==> config.mk <==
export PLATFORM = sky130hd
export DESIGN_NAME = frame_interval_averager
export DESIGN_NICKNAME = d
export VERILOG_FILES = /design/src/hw/rtl/fia_pkg.sv /design/src/hw/rtl/fia_front.sv /design/src/hw/rtl/fia_div.sv /design/src/hw/rtl/fia_back.sv /design/src/hw/rtl/frame_interval_averager.sv
export SDC_FILE = /design/constraint.sdc
export NUM_CORES = 2
export LEC_CHECK = 0
export BUFFER_PORTS_ARGS = -buffer_cell sky130_fd_sc_hd__buf_2
export CAP_MARGIN = 0
export CORE_MARGIN = 2
export CORE_UTILIZATION = 36
export DETAILED_ROUTE_END_ITERATION = 8
export SYNTH_ARGS = -nofsm -noshare
export SYNTH_HDL_FRONTEND = slang
export SYNTH_HIERARCHICAL = 1
export SYNTH_SLANG_ARGS = --single-unit
==> constraint.sdc <==
create_clock -name aclk -period 9.3 [get_ports aclk]
set_input_delay 1.86 -clock aclk [delete_from_list [all_inputs] [get_ports aclk]]
set_output_delay 1.86 -clock aclk [all_outputs]
set_load 0.005 [all_outputs]
==> src/hw/rtl/fia_pkg.sv <==
`timescale 1ns / 1ps
// Shared constants, codes and types of the frame interval averager.
package fia_pkg;

    // Field widths fixed by the interface
    localparam int FUNC_W = 2;
    localparam int CAT_W  = 2;
    localparam int TICK_W = 32;
    localparam int CFG_W  = 32;
    localparam int AVG_W  = 40;
    localparam int ACC_W  = 40;
    localparam int FRAC_W = 8;

    // Sizing
    localparam int FRAMES  = 16;
    localparam int CAT_N   = 3;
    localparam int POS_W   = $clog2(FRAMES);
    localparam int CNT_W   = $clog2(FRAMES + 1);
    localparam int SUM_W   = TICK_W + $clog2(FRAMES);
    localparam int DVD_W   = SUM_W + FRAC_W;
    localparam int DSTEP_W = $clog2(DVD_W + 1);
    localparam int RING_N  = CAT_N * FRAMES;
    localparam int RING_AW = $clog2(RING_N);
    localparam int CIDX_W  = (CAT_N > 1) ? $clog2(CAT_N) : 1;

    // Command queue between front and back
    localparam int Q_DEPTH = 2;
    localparam int Q_AW    = $clog2(Q_DEPTH);
    localparam int Q_CW    = $clog2(Q_DEPTH + 1);

    localparam logic [CFG_W-1:0] CFG_RESET = 32'd16667;

    // Operation codes on s_func
    localparam logic [FUNC_W-1:0] FUNC_START = 2'd0;
    localparam logic [FUNC_W-1:0] FUNC_BEGIN = 2'd1;
    localparam logic [FUNC_W-1:0] FUNC_MARK  = 2'd2;

    typedef enum logic [2:0] {
        CMD_NONE,   // category out of range: all-zero result
        CMD_START,
        CMD_BEGIN,
        CMD_MARK,
        CMD_QUERY
    } cmd_kind_t;

    typedef struct packed {
        cmd_kind_t         kind;
        logic [CAT_W-1:0]  cat;
        logic [TICK_W-1:0] now;
    } cmd_word_t;

    typedef enum logic [2:0] {
        BK_IDLE,
        BK_DISPATCH,
        BK_LOAD,
        BK_DIV,
        BK_EMIT
    } bk_state_t;

    typedef struct packed {
        logic div_wait;
        logic emit;
    } bk_status_t;

endpackage

==> src/hw/rtl/fia_front.sv <==
`timescale 1ns / 1ps
// Front end: accepts input words, classifies them and queues commands.
module fia_front (
    input  logic                        aclk,
    input  logic                        aresetn,
    input  logic                        s_valid,
    output logic                        s_ready,
    input  logic [fia_pkg::FUNC_W-1:0]  s_func,
    input  logic [fia_pkg::CAT_W-1:0]   s_category,
    input  logic [fia_pkg::TICK_W-1:0]  s_now_ticks,
    output logic                        q_valid,
    output fia_pkg::cmd_word_t          q_word,
    input  logic                        q_pop
);

    fia_pkg::cmd_word_t             slot_reg [fia_pkg::Q_DEPTH];
    logic [fia_pkg::Q_AW-1:0]       wr_ptr_reg;
    logic [fia_pkg::Q_AW-1:0]       rd_ptr_reg;
    logic [fia_pkg::Q_CW-1:0]       cnt_reg;
    fia_pkg::cmd_word_t             cmd;
    logic                           push;

    always_comb begin
        cmd.cat = s_category;
        cmd.now = s_now_ticks;
        if (32'(s_category) >= fia_pkg::CAT_N) begin
            cmd.kind = fia_pkg::CMD_NONE;
        end else begin
            unique case (s_func)
                fia_pkg::FUNC_START: cmd.kind = fia_pkg::CMD_START;
                fia_pkg::FUNC_BEGIN: cmd.kind = fia_pkg::CMD_BEGIN;
                fia_pkg::FUNC_MARK:  cmd.kind = fia_pkg::CMD_MARK;
                default:             cmd.kind = fia_pkg::CMD_QUERY;
            endcase
        end
    end

    assign s_ready = (cnt_reg != fia_pkg::Q_CW'(fia_pkg::Q_DEPTH));
    assign push    = s_valid && s_ready;
    assign q_valid = (cnt_reg != '0);
    assign q_word  = slot_reg[rd_ptr_reg];

    always_ff @(posedge aclk) begin
        if (!aresetn) begin
            wr_ptr_reg <= '0;
            rd_ptr_reg <= '0;
            cnt_reg    <= '0;
        end else begin
            if (push) begin
                wr_ptr_reg <= (wr_ptr_reg == fia_pkg::Q_AW'(fia_pkg::Q_DEPTH - 1))
                              ? '0 : wr_ptr_reg + 1'b1;
            end
            if (q_pop) begin
                rd_ptr_reg <= (rd_ptr_reg == fia_pkg::Q_AW'(fia_pkg::Q_DEPTH - 1))
                              ? '0 : rd_ptr_reg + 1'b1;
            end
            if (push && !q_pop) begin
                cnt_reg <= cnt_reg + 1'b1;
            end else if (!push && q_pop) begin
                cnt_reg <= cnt_reg - 1'b1;
            end
        end
    end

    always_ff @(posedge aclk) begin
        if (push) begin
            slot_reg[wr_ptr_reg] <= cmd;
        end
    end

endmodule

==> src/hw/rtl/fia_div.sv <==
`timescale 1ns / 1ps
// Restoring divider, one quotient bit per cycle.
module fia_div (
    input  logic                        aclk,
    input  logic                        aresetn,
    input  logic                        start,
    input  logic [fia_pkg::DVD_W-1:0]   dividend,
    input  logic [fia_pkg::CNT_W-1:0]   divisor,
    output logic                        busy,
    output logic                        done,
    output logic [fia_pkg::DVD_W-1:0]   quotient
);

    logic [fia_pkg::DVD_W-1:0]   dvd_reg;
    logic [fia_pkg::CNT_W-1:0]   rem_reg;
    logic [fia_pkg::CNT_W-1:0]   dsr_reg;
    logic [fia_pkg::DSTEP_W-1:0] step_reg;
    logic                        busy_reg;
    logic                        done_reg;
    logic [fia_pkg::CNT_W:0]     trial;
    logic [fia_pkg::CNT_W:0]     diff;
    logic                        ge;
    logic [fia_pkg::CNT_W-1:0]   rem_next;

    always_comb begin
        trial    = {rem_reg, dvd_reg[fia_pkg::DVD_W-1]};
        diff     = trial - {1'b0, dsr_reg};
        ge       = (trial >= {1'b0, dsr_reg});
        rem_next = ge ? diff[fia_pkg::CNT_W-1:0] : trial[fia_pkg::CNT_W-1:0];
    end

    always_ff @(posedge aclk) begin
        if (!aresetn) begin
            busy_reg <= 1'b0;
            done_reg <= 1'b0;
            step_reg <= '0;
        end else begin
            done_reg <= 1'b0;
            if (start) begin
                busy_reg <= 1'b1;
                step_reg <= fia_pkg::DSTEP_W'(fia_pkg::DVD_W);
            end else if (busy_reg) begin
                step_reg <= step_reg - 1'b1;
                if (step_reg == fia_pkg::DSTEP_W'(1)) begin
                    busy_reg <= 1'b0;
                    done_reg <= 1'b1;
                end
            end
        end
    end

    always_ff @(posedge aclk) begin
        if (start) begin
            dvd_reg <= dividend;
            rem_reg <= '0;
            dsr_reg <= divisor;
        end else if (busy_reg) begin
            dvd_reg <= {dvd_reg[fia_pkg::DVD_W-2:0], ge};
            rem_reg <= rem_next;
        end
    end

    assign busy     = busy_reg;
    assign done     = done_reg;
    assign quotient = dvd_reg;

endmodule

==> src/hw/rtl/fia_back.sv <==
`timescale 1ns / 1ps
// Back end: per-category timer state, interval ring and result register.
module fia_back (
    input  logic                        aclk,
    input  logic                        aresetn,
    input  logic                        q_valid,
    input  fia_pkg::cmd_word_t          q_word,
    output logic                        q_pop,
    input  logic [fia_pkg::CFG_W-1:0]   fixed_interval,
    output logic                        div_start,
    output logic [fia_pkg::DVD_W-1:0]   div_dividend,
    output logic [fia_pkg::CNT_W-1:0]   div_divisor,
    input  logic                        div_done,
    input  logic [fia_pkg::DVD_W-1:0]   div_quotient,
    output logic                        m_valid,
    input  logic                        m_ready,
    output logic [fia_pkg::TICK_W-1:0]  m_delta_ticks,
    output logic [fia_pkg::AVG_W-1:0]   m_average_ticks,
    output logic                        m_step_due,
    output logic [fia_pkg::TICK_W-1:0]  m_elapsed_ticks,
    output fia_pkg::bk_status_t         status
);

    fia_pkg::bk_state_t state_reg, state_next;
    fia_pkg::cmd_word_t work_reg;
    logic [fia_pkg::TICK_W-1:0] delta_reg;

    // Per-category state
    logic [fia_pkg::TICK_W-1:0] start_reg  [fia_pkg::CAT_N];
    logic [fia_pkg::TICK_W-1:0] last_reg   [fia_pkg::CAT_N];
    logic [fia_pkg::POS_W-1:0]  pos_reg    [fia_pkg::CAT_N];
    logic [fia_pkg::CNT_W-1:0]  cnt_reg    [fia_pkg::CAT_N];
    logic [fia_pkg::SUM_W-1:0]  sum_reg    [fia_pkg::CAT_N];
    logic [fia_pkg::ACC_W-1:0]  acc_reg    [fia_pkg::CAT_N];
    logic [fia_pkg::TICK_W-1:0] ldelta_reg [fia_pkg::CAT_N];
    logic [fia_pkg::AVG_W-1:0]  lavg_reg   [fia_pkg::CAT_N];

    // Interval ring; an entry without its valid bit reads as zero
    logic [fia_pkg::TICK_W-1:0] ring_mem [fia_pkg::RING_N];
    logic [fia_pkg::RING_N-1:0] ring_valid_reg;
    logic [fia_pkg::TICK_W-1:0] rd_data_reg;
    logic                       rd_valid_reg;

    logic                        m_valid_reg;
    logic [fia_pkg::TICK_W-1:0]  m_delta_reg;
    logic [fia_pkg::AVG_W-1:0]   m_avg_reg;
    logic                        m_step_reg;
    logic [fia_pkg::TICK_W-1:0]  m_elapsed_reg;

    logic [fia_pkg::CIDX_W-1:0]  cidx;
    logic [fia_pkg::RING_AW-1:0] ring_addr;
    logic [fia_pkg::TICK_W-1:0]  old_val;
    logic [fia_pkg::SUM_W-1:0]   sum_new;
    logic [fia_pkg::ACC_W-1:0]   acc_sub;
    logic [fia_pkg::ACC_W:0]     acc_add;
    logic [fia_pkg::ACC_W-1:0]   acc_new;
    logic [fia_pkg::CNT_W-1:0]   cnt_new;
    logic [fia_pkg::POS_W-1:0]   pos_new;
    logic                        out_free;
    logic                        emit_load;

    assign cidx      = fia_pkg::CIDX_W'(work_reg.cat);
    assign ring_addr = fia_pkg::RING_AW'(int'(cidx) * fia_pkg::FRAMES + int'(pos_reg[cidx]));
    assign out_free  = !m_valid_reg || m_ready;

    // Mark datapath
    always_comb begin
        old_val = rd_valid_reg ? rd_data_reg : '0;
        sum_new = sum_reg[cidx] - fia_pkg::SUM_W'(old_val) + fia_pkg::SUM_W'(delta_reg);
        acc_sub = (acc_reg[cidx] > fia_pkg::ACC_W'(fixed_interval))
                  ? acc_reg[cidx] - fia_pkg::ACC_W'(fixed_interval) : acc_reg[cidx];
        acc_add = {1'b0, acc_sub} + (fia_pkg::ACC_W + 1)'(delta_reg);
        acc_new = acc_add[fia_pkg::ACC_W] ? '1 : acc_add[fia_pkg::ACC_W-1:0];
        cnt_new = (cnt_reg[cidx] < fia_pkg::CNT_W'(fia_pkg::FRAMES))
                  ? cnt_reg[cidx] + 1'b1 : cnt_reg[cidx];
        pos_new = (pos_reg[cidx] == fia_pkg::POS_W'(fia_pkg::FRAMES - 1))
                  ? '0 : pos_reg[cidx] + 1'b1;
    end

    assign div_dividend = {sum_new, {fia_pkg::FRAC_W{1'b0}}};
    assign div_divisor  = cnt_new;

    // Sequencer
    always_comb begin
        state_next = state_reg;
        q_pop      = 1'b0;
        div_start  = 1'b0;
        emit_load  = 1'b0;
        unique case (state_reg)
            fia_pkg::BK_IDLE: begin
                if (q_valid) begin
                    q_pop      = 1'b1;
                    state_next = fia_pkg::BK_DISPATCH;
                end
            end
            fia_pkg::BK_DISPATCH: begin
                state_next = (work_reg.kind == fia_pkg::CMD_MARK)
                             ? fia_pkg::BK_LOAD : fia_pkg::BK_EMIT;
            end
            fia_pkg::BK_LOAD: begin
                div_start  = 1'b1;
                state_next = fia_pkg::BK_DIV;
            end
            fia_pkg::BK_DIV: begin
                if (div_done) begin
                    state_next = fia_pkg::BK_EMIT;
                end
            end
            fia_pkg::BK_EMIT: begin
                if (out_free) begin
                    emit_load  = 1'b1;
                    state_next = fia_pkg::BK_IDLE;
                end
            end
            default: state_next = fia_pkg::BK_IDLE;
        endcase
    end

    always_ff @(posedge aclk) begin
        if (!aresetn) begin
            state_reg <= fia_pkg::BK_IDLE;
        end else begin
            state_reg <= state_next;
        end
    end

    always_ff @(posedge aclk) begin
        if (q_pop) begin
            work_reg <= q_word;
        end
        if (state_reg == fia_pkg::BK_DISPATCH) begin
            delta_reg <= work_reg.now - last_reg[cidx];
        end
    end

    // Category state and ring valid bits
    always_ff @(posedge aclk) begin
        if (!aresetn) begin
            for (int c = 0; c < fia_pkg::CAT_N; c++) begin
                start_reg[c]  <= '0;
                last_reg[c]   <= '0;
                pos_reg[c]    <= '0;
                cnt_reg[c]    <= '0;
                sum_reg[c]    <= '0;
                acc_reg[c]    <= '0;
                ldelta_reg[c] <= '0;
                lavg_reg[c]   <= '0;
            end
            ring_valid_reg <= '0;
        end else begin
            if (state_reg == fia_pkg::BK_DISPATCH) begin
                unique case (work_reg.kind)
                    fia_pkg::CMD_START: begin
                        start_reg[cidx]  <= work_reg.now;
                        last_reg[cidx]   <= work_reg.now;
                        pos_reg[cidx]    <= '0;
                        cnt_reg[cidx]    <= '0;
                        sum_reg[cidx]    <= '0;
                        acc_reg[cidx]    <= '0;
                        ldelta_reg[cidx] <= '0;
                        lavg_reg[cidx]   <= '0;
                        for (int i = 0; i < fia_pkg::FRAMES; i++) begin
                            ring_valid_reg[fia_pkg::RING_AW'(int'(cidx) * fia_pkg::FRAMES + i)]
                                <= 1'b0;
                        end
                    end
                    fia_pkg::CMD_BEGIN: begin
                        last_reg[cidx] <= work_reg.now;
                    end
                    fia_pkg::CMD_MARK: begin
                        last_reg[cidx]   <= work_reg.now;
                        ldelta_reg[cidx] <= work_reg.now - last_reg[cidx];
                    end
                    fia_pkg::CMD_NONE, fia_pkg::CMD_QUERY: begin
                    end
                    default: begin
                    end
                endcase
            end
            if (state_reg == fia_pkg::BK_LOAD) begin
                ring_valid_reg[ring_addr] <= 1'b1;
                sum_reg[cidx]             <= sum_new;
                pos_reg[cidx]             <= pos_new;
                cnt_reg[cidx]             <= cnt_new;
                acc_reg[cidx]             <= acc_new;
            end
            if (state_reg == fia_pkg::BK_DIV && div_done) begin
                lavg_reg[cidx] <= div_quotient[fia_pkg::AVG_W-1:0];
            end
        end
    end

    // Ring memory: read while dispatching a mark, write in the cycle after, in the load state
    always_ff @(posedge aclk) begin
        if (state_reg == fia_pkg::BK_DISPATCH) begin
            rd_data_reg  <= ring_mem[ring_addr];
            rd_valid_reg <= ring_valid_reg[ring_addr];
        end
        if (state_reg == fia_pkg::BK_LOAD) begin
            ring_mem[ring_addr] <= delta_reg;
        end
    end

    // Result register
    always_ff @(posedge aclk) begin
        if (!aresetn) begin
            m_valid_reg <= 1'b0;
        end else if (emit_load) begin
            m_valid_reg <= 1'b1;
        end else if (m_ready) begin
            m_valid_reg <= 1'b0;
        end
    end

    always_ff @(posedge aclk) begin
        if (emit_load) begin
            if (work_reg.kind == fia_pkg::CMD_NONE) begin
                m_delta_reg   <= '0;
                m_avg_reg     <= '0;
                m_step_reg    <= 1'b0;
                m_elapsed_reg <= '0;
            end else begin
                m_delta_reg   <= ldelta_reg[cidx];
                m_avg_reg     <= lavg_reg[cidx];
                m_step_reg    <= (acc_reg[cidx] >= fia_pkg::ACC_W'(fixed_interval));
                m_elapsed_reg <= work_reg.now - start_reg[cidx];
            end
        end
    end

    assign m_valid         = m_valid_reg;
    assign m_delta_ticks   = m_delta_reg;
    assign m_average_ticks = m_avg_reg;
    assign m_step_due      = m_step_reg;
    assign m_elapsed_ticks = m_elapsed_reg;

    assign status.div_wait = (state_reg == fia_pkg::BK_DIV);
    assign status.emit     = (state_reg == fia_pkg::BK_EMIT);

endmodule

==> src/hw/rtl/frame_interval_averager.sv <==
`timescale 1ns / 1ps
// Top level of the frame interval averager.
//
// Per-category frame timer. Each word on the s_ channel carries an operation
// (start, begin tracking, mark frame end), a category and a free-running tick
// stamp; every accepted word yields exactly one result word on the m_ channel
// with the latest interval, the 8-bit-fraction mean of the recent intervals,
// the fixed-step due flag and the ticks elapsed since the category's start.
// A category out of range returns an all-zero word and changes nothing.
//
// cfg_ channel writes fixed_interval (reset 16667); it is always ready and
// should only be written while no word is in flight.
//
// Flow: start, begin and query words go through dispatch to emit; a mark
// also does the ring read-modify-write and runs the bit-serial mean divider
// (44 quotient bits of the scaled sum, one per cycle). The back end takes one
// word at a time; a two-entry command queue lets the front accept meanwhile.
// Reset: all timers, sums and accumulators go to zero and every ring slot
// reads as zero (per-slot valid bits), so no clearing pass is needed.
// A stalled m_ready holds the result register; the back end then waits and
// the queue fills until s_ready drops.
module frame_interval_averager (
    input  logic                        aclk,
    input  logic                        aresetn,
    input  logic                        cfg_valid,
    output logic                        cfg_ready,
    input  logic [fia_pkg::CFG_W-1:0]   cfg_data,
    input  logic                        s_valid,
    output logic                        s_ready,
    input  logic [fia_pkg::FUNC_W-1:0]  s_func,
    input  logic [fia_pkg::CAT_W-1:0]   s_category,
    input  logic [fia_pkg::TICK_W-1:0]  s_now_ticks,
    output logic                        m_valid,
    input  logic                        m_ready,
    output logic [fia_pkg::TICK_W-1:0]  m_delta_ticks,
    output logic [fia_pkg::AVG_W-1:0]   m_average_ticks,
    output logic                        m_step_due,
    output logic [fia_pkg::TICK_W-1:0]  m_elapsed_ticks
);

    logic [fia_pkg::CFG_W-1:0] fixed_interval_reg;

    logic                       q_valid;
    fia_pkg::cmd_word_t         q_word;
    logic                       q_pop;
    logic                       div_start;
    logic [fia_pkg::DVD_W-1:0]  div_dividend;
    logic [fia_pkg::CNT_W-1:0]  div_divisor;
    logic                       div_busy;
    logic                       div_done;
    logic [fia_pkg::DVD_W-1:0]  div_quotient;
    fia_pkg::bk_status_t        bk_status;

    // Config register
    assign cfg_ready = 1'b1;

    always_ff @(posedge aclk) begin
        if (!aresetn) begin
            fixed_interval_reg <= fia_pkg::CFG_RESET;
        end else if (cfg_valid && cfg_ready) begin
            fixed_interval_reg <= cfg_data;
        end
    end

    fia_front u_front (
        .aclk        (aclk),
        .aresetn     (aresetn),
        .s_valid     (s_valid),
        .s_ready     (s_ready),
        .s_func      (s_func),
        .s_category  (s_category),
        .s_now_ticks (s_now_ticks),
        .q_valid     (q_valid),
        .q_word      (q_word),
        .q_pop       (q_pop)
    );

    fia_div u_div (
        .aclk     (aclk),
        .aresetn  (aresetn),
        .start    (div_start),
        .dividend (div_dividend),
        .divisor  (div_divisor),
        .busy     (div_busy),
        .done     (div_done),
        .quotient (div_quotient)
    );

    fia_back u_back (
        .aclk            (aclk),
        .aresetn         (aresetn),
        .q_valid         (q_valid),
        .q_word          (q_word),
        .q_pop           (q_pop),
        .fixed_interval  (fixed_interval_reg),
        .div_start       (div_start),
        .div_dividend    (div_dividend),
        .div_divisor     (div_divisor),
        .div_done        (div_done),
        .div_quotient    (div_quotient),
        .m_valid         (m_valid),
        .m_ready         (m_ready),
        .m_delta_ticks   (m_delta_ticks),
        .m_average_ticks (m_average_ticks),
        .m_step_due      (m_step_due),
        .m_elapsed_ticks (m_elapsed_ticks),
        .status          (bk_status)
    );

    // The divider only runs while the back end waits on it
    a_div_owned: assert property (@(posedge aclk) disable iff (!aresetn)
        div_busy |-> bk_status.div_wait)
        else $error("divider busy outside the divide wait");

    // A finished divide moves straight to result emission
    a_div_to_emit: assert property (@(posedge aclk) disable iff (!aresetn)
        (bk_status.div_wait && div_done) |=> bk_status.emit)
        else $error("divide done but no emit");

    // A new result word only appears out of the emit step
    a_result_source: assert property (@(posedge aclk) disable iff (!aresetn)
        $rose(m_valid) |-> $past(bk_status.emit))
        else $error("result word raised outside emit");

    // An empty command queue always takes a word
    a_empty_ready: assert property (@(posedge aclk) disable iff (!aresetn)
        !q_valid |-> s_ready)
        else $error("empty queue refused a word");

endmodule

==> results.txt <==
- The flow ran to the end, and the final reports show no timing, DRC or antenna violations.
* Sum of overflow across all layers after global routing: 0
* Hold-fix buffers at CTS: 0
* Number of clock sinks seen by CTS: 2854
- Layout cells sized above 1: 0.154
* Critical path capture point type: register
* Average wire length per cell after detail routing: 26.6 um
- Required time worst endpoint: 9.88 ns
- GRT Util Overall: 0.197
- Starting density of the core: 0.362
- Die width: 580 um
* Clock root buffer master: clkbuf_16
- Number of resized instances in the post-cts repair step: 0
* Die area: 336000 sq um
* Kind of critical path: reg -> reg
- The H-tree was split into 5 levels.
* RSZ-0062 raised after global routing: no
- In this run the cell area of the synthesized design comes to 119000 sq um.
* Area share of the largest cell type after synthesis: 0.691
- Counting the buffers created by CTS gives 294.
- Sequential element share of the synthesized area: 0.709
- Rel. slew slack: 0.168
* Via count of the first global-routing pass: 71100
* Worst-path clk slew: 0.06 ns
- The first detailed-routing pass ran for 6 iterations.
* Row count: 211
* Mapped Cells: 7961
* Vias after detailed routing: 71900
* Cell taking the most area after synthesis: edfxtp_1
- For this design the top-level I/O count stands at 181.
- Vias per cell: 5.59
- After synthesis, the mean cell area works out to 15.0 sq um.
* Slew at the pin with the worst max-slew slack: 1.25 ns
- Along the worst path, the maximum fanout reaches 44.
* Instance count along the most critical hold path: 2
* GPL Wtd Cong: 0.868
- Clock network latency to the later pin of the worst-skew pair: 0.90 ns
- The final max-slew violation count is 0.
* Number of flip-flops in the largest register: 1536
- Post-DP Area: 127000 sq um
* Maximum VDD drop: 309 uV
* DR iter-0 viols: 8940
* Sequential cell area: 84700 sq um
- Critical path startpoint category: register
* Async SR Flop Fraction: 0
- Clock period minus worst slack: 8.32 ns
- Post-synth EDFFs: 2750
- After detailed routing, the number of remaining DRC violations is 0.
- Final core utilization: 0.412
- For this run, the post-layout net count is 8539.
- Worst Reg2Reg Path Length in Cells: 22
- Cell count after placement: 12300
* Worst min-delay path category: reg -> reg
- The multi-input combinational cells in the finished layout cover a total of 32200 sq um.
- Fin. Hold Viols: 0
- The first global-routing pass estimated 493000 um of wire.
- Max-cap violations in this run came to 0.
- Setup TNS: 0 ns
- # setup viols final: 0
- Total leakage power: 46.4 nW
- Total detailed-routing wirelength: 342000 um
- Final HPWL from detailed placement: 202000 um
* Non-filler cells in the finished layout: 12900
- After clock tree synthesis, the setup repair step added 0 buffers.
- Dividing the final minimum period by the clock period gives 0.894.
- Max frequency: 120 MHz
- Design area: 136000 sq um
- The core region is 330000 sq um.
- In this run the power density over the cells is 372 nW/um^2.
- In this run the vertical extent of the chip is 580 um.
* Final worst clock skew: 0.0893 ns
* Most used flip-flop cell after synthesis: edfxtp_1
* Area growth syn-to-layout: 13.9%
- The netlist uses 89 different library cells.
- Pin count of the biggest net entering global routing: 149
- Arrival @ worst endpoint: 8.89 ns
- The initial antenna violation count is 20.
- Yosys printed 6 warnings.
- TritonCTS clock tree: built
- No sink is reached through more buffers than the 4 on the longest clock path.
* Synth Register Bits: 2854
- DRT antenna net count: 0
- The layout has 29600 filler cells.
* Largest cells by area after synthesis: edfxtp_1 69%, mux4_2 4.6%, a22oi_1 2.7%
- Port buffering added 179 buffers.
-- Yosys cell counts (5+ instances only) --
master	n
edfxtp_1	2750
nor2_1	663
a21oi_1	462
a22oi_1	437
inv_1	401
nand2_1	367
clkbuf_1	313
mux4_2	242
and2_1	234
o21ai_0	195
ha_1	176
nand4_1	132
nor2b_1	125
a22o_1	105
dfxtp_1	104
nand3_1	102
a221oi_1	101
xnor2_1	97
mux2_2	95
nor3_1	80
a31oi_1	74
buf_1	73
mux2i_1	69
xor2_1	68
a21o_1	65
a211oi_1	42
fa_1	37
o21a_1	33
nand2b_1	29
o211ai_1	25
and3_1	24
buf_2	22
o21bai_1	22
buf_6	17
a221o_1	15
or3_1	14
buf_4	11
o31ai_1	11
a21boi_0	8
nor4_1	8
or2_2	8
a311oi_1	6
or4_1	6
nor4b_1	5
o221ai_1	5
-- logic make-up after synthesis --
logic type	share of synthesized area
flops	0.709
simple gates	0.0727
compound gates	0.0929
buf+inv	0.0286
mux	0.0604
fa+ha+maj	0.0246
xor+xnor	0.0121
other cells	0.0000629
-- layout make-up --
| type | instances | share of cell area |
|---|---|---|
| Sequential cell | 2854 | 0.622 |
| Multi-Input combinational cell | 4270 | 0.236 |
| Clock buffer | 363 | 0.0581 |
| Tap cell | 4366 | 0.0401 |
| Timing Repair Buffer | 428 | 0.0217 |
| Inverter | 405 | 0.0112 |
| Clock inverter | 158 | 0.0102 |
| Antenna cell | 8 | 0.000147 |
-- critical path, stage by stage, from the launching register on --
cell	delay, ns
dfxtp_4	0.86
buf_4	0.37
mux4_2	0.58
ha_1	0.43
nand4_1	0.12
nor4_1	0.37
inv_1	0.12
a21oi_1	0.38
nor2_1	0.14
o21ai_4	0.39
buf_4	0.49
a21oi_1	0.13
ha_1	0.36
inv_1	0.10
nor4_1	0.26
o21ai_0	0.21
o211ai_1	0.29
a21oi_1	0.19
o31ai_1	0.70
a31oi_1	0.42
or2_2	0.44
nor4b_1	0.51
nor4b_1	0.13
-- metal layers --
layer,part of all wire,vias up,GRT usage
met5,0.000038,-,0
met1,0.40,36900,0.264
li1,-,31200,-
met4,0.038,2,0.0732
met2,0.47,3306,0.322
met3,0.085,523,0.0335
-- path summary, 6_finish.rpt --
check | startpoint | end | slack (ns)
hold / removal | u_back/ring_valid_reg[26] | u_back/ring_valid_reg[26] | 0.46
setup / recovery | register | u_back/acc_reg[2][38] | 0.98
hold reg to reg | u_back/ring_valid_reg[26] | u_back/ring_valid_reg[26] | 0.46
setup reg to reg | register | u_back/acc_reg[2][38] | 0.98
-- layout by cell type, fill, tap and decap left out, types with 176 or more instances in the layout --
cell,synthesis,layout
edfxtp_1,2750,2750
nor2_1,663,604
a21oi_1,462,459
a22oi_1,437,437
inv_1,401,400
nand2_1,367,359
clkbuf_16,0,304
mux4_2,242,242
buf_4,11,235
and2_1,234,233
o21ai_0,195,184
buf_2,22,178
ha_1,176,176
-- per-stage QoR --
stage               worst slack [ns]  hold slack [ns]  power, W
global placement                1.01            0.435    0.0386
CTS                            0.947            0.458    0.0505
global route                   0.229            0.484    0.0530
finish                         0.983            0.460    0.0506
detailed placement             0.970            0.444    0.0389
floorplan                       1.14            0.425    0.0307
-- where the power goes --
group / total [W] / leakage, nW / internal [W] / switching, W
registers: 0.0168 / 26.6 / 0.0162 / 0.000544
logic: 0.0223 / 15.3 / 0.00705 / 0.0152
clock network: 0.0116 / 4.55 / 0.00666 / 0.00490
No activity file was read; power rests on OpenSTA's default activity.
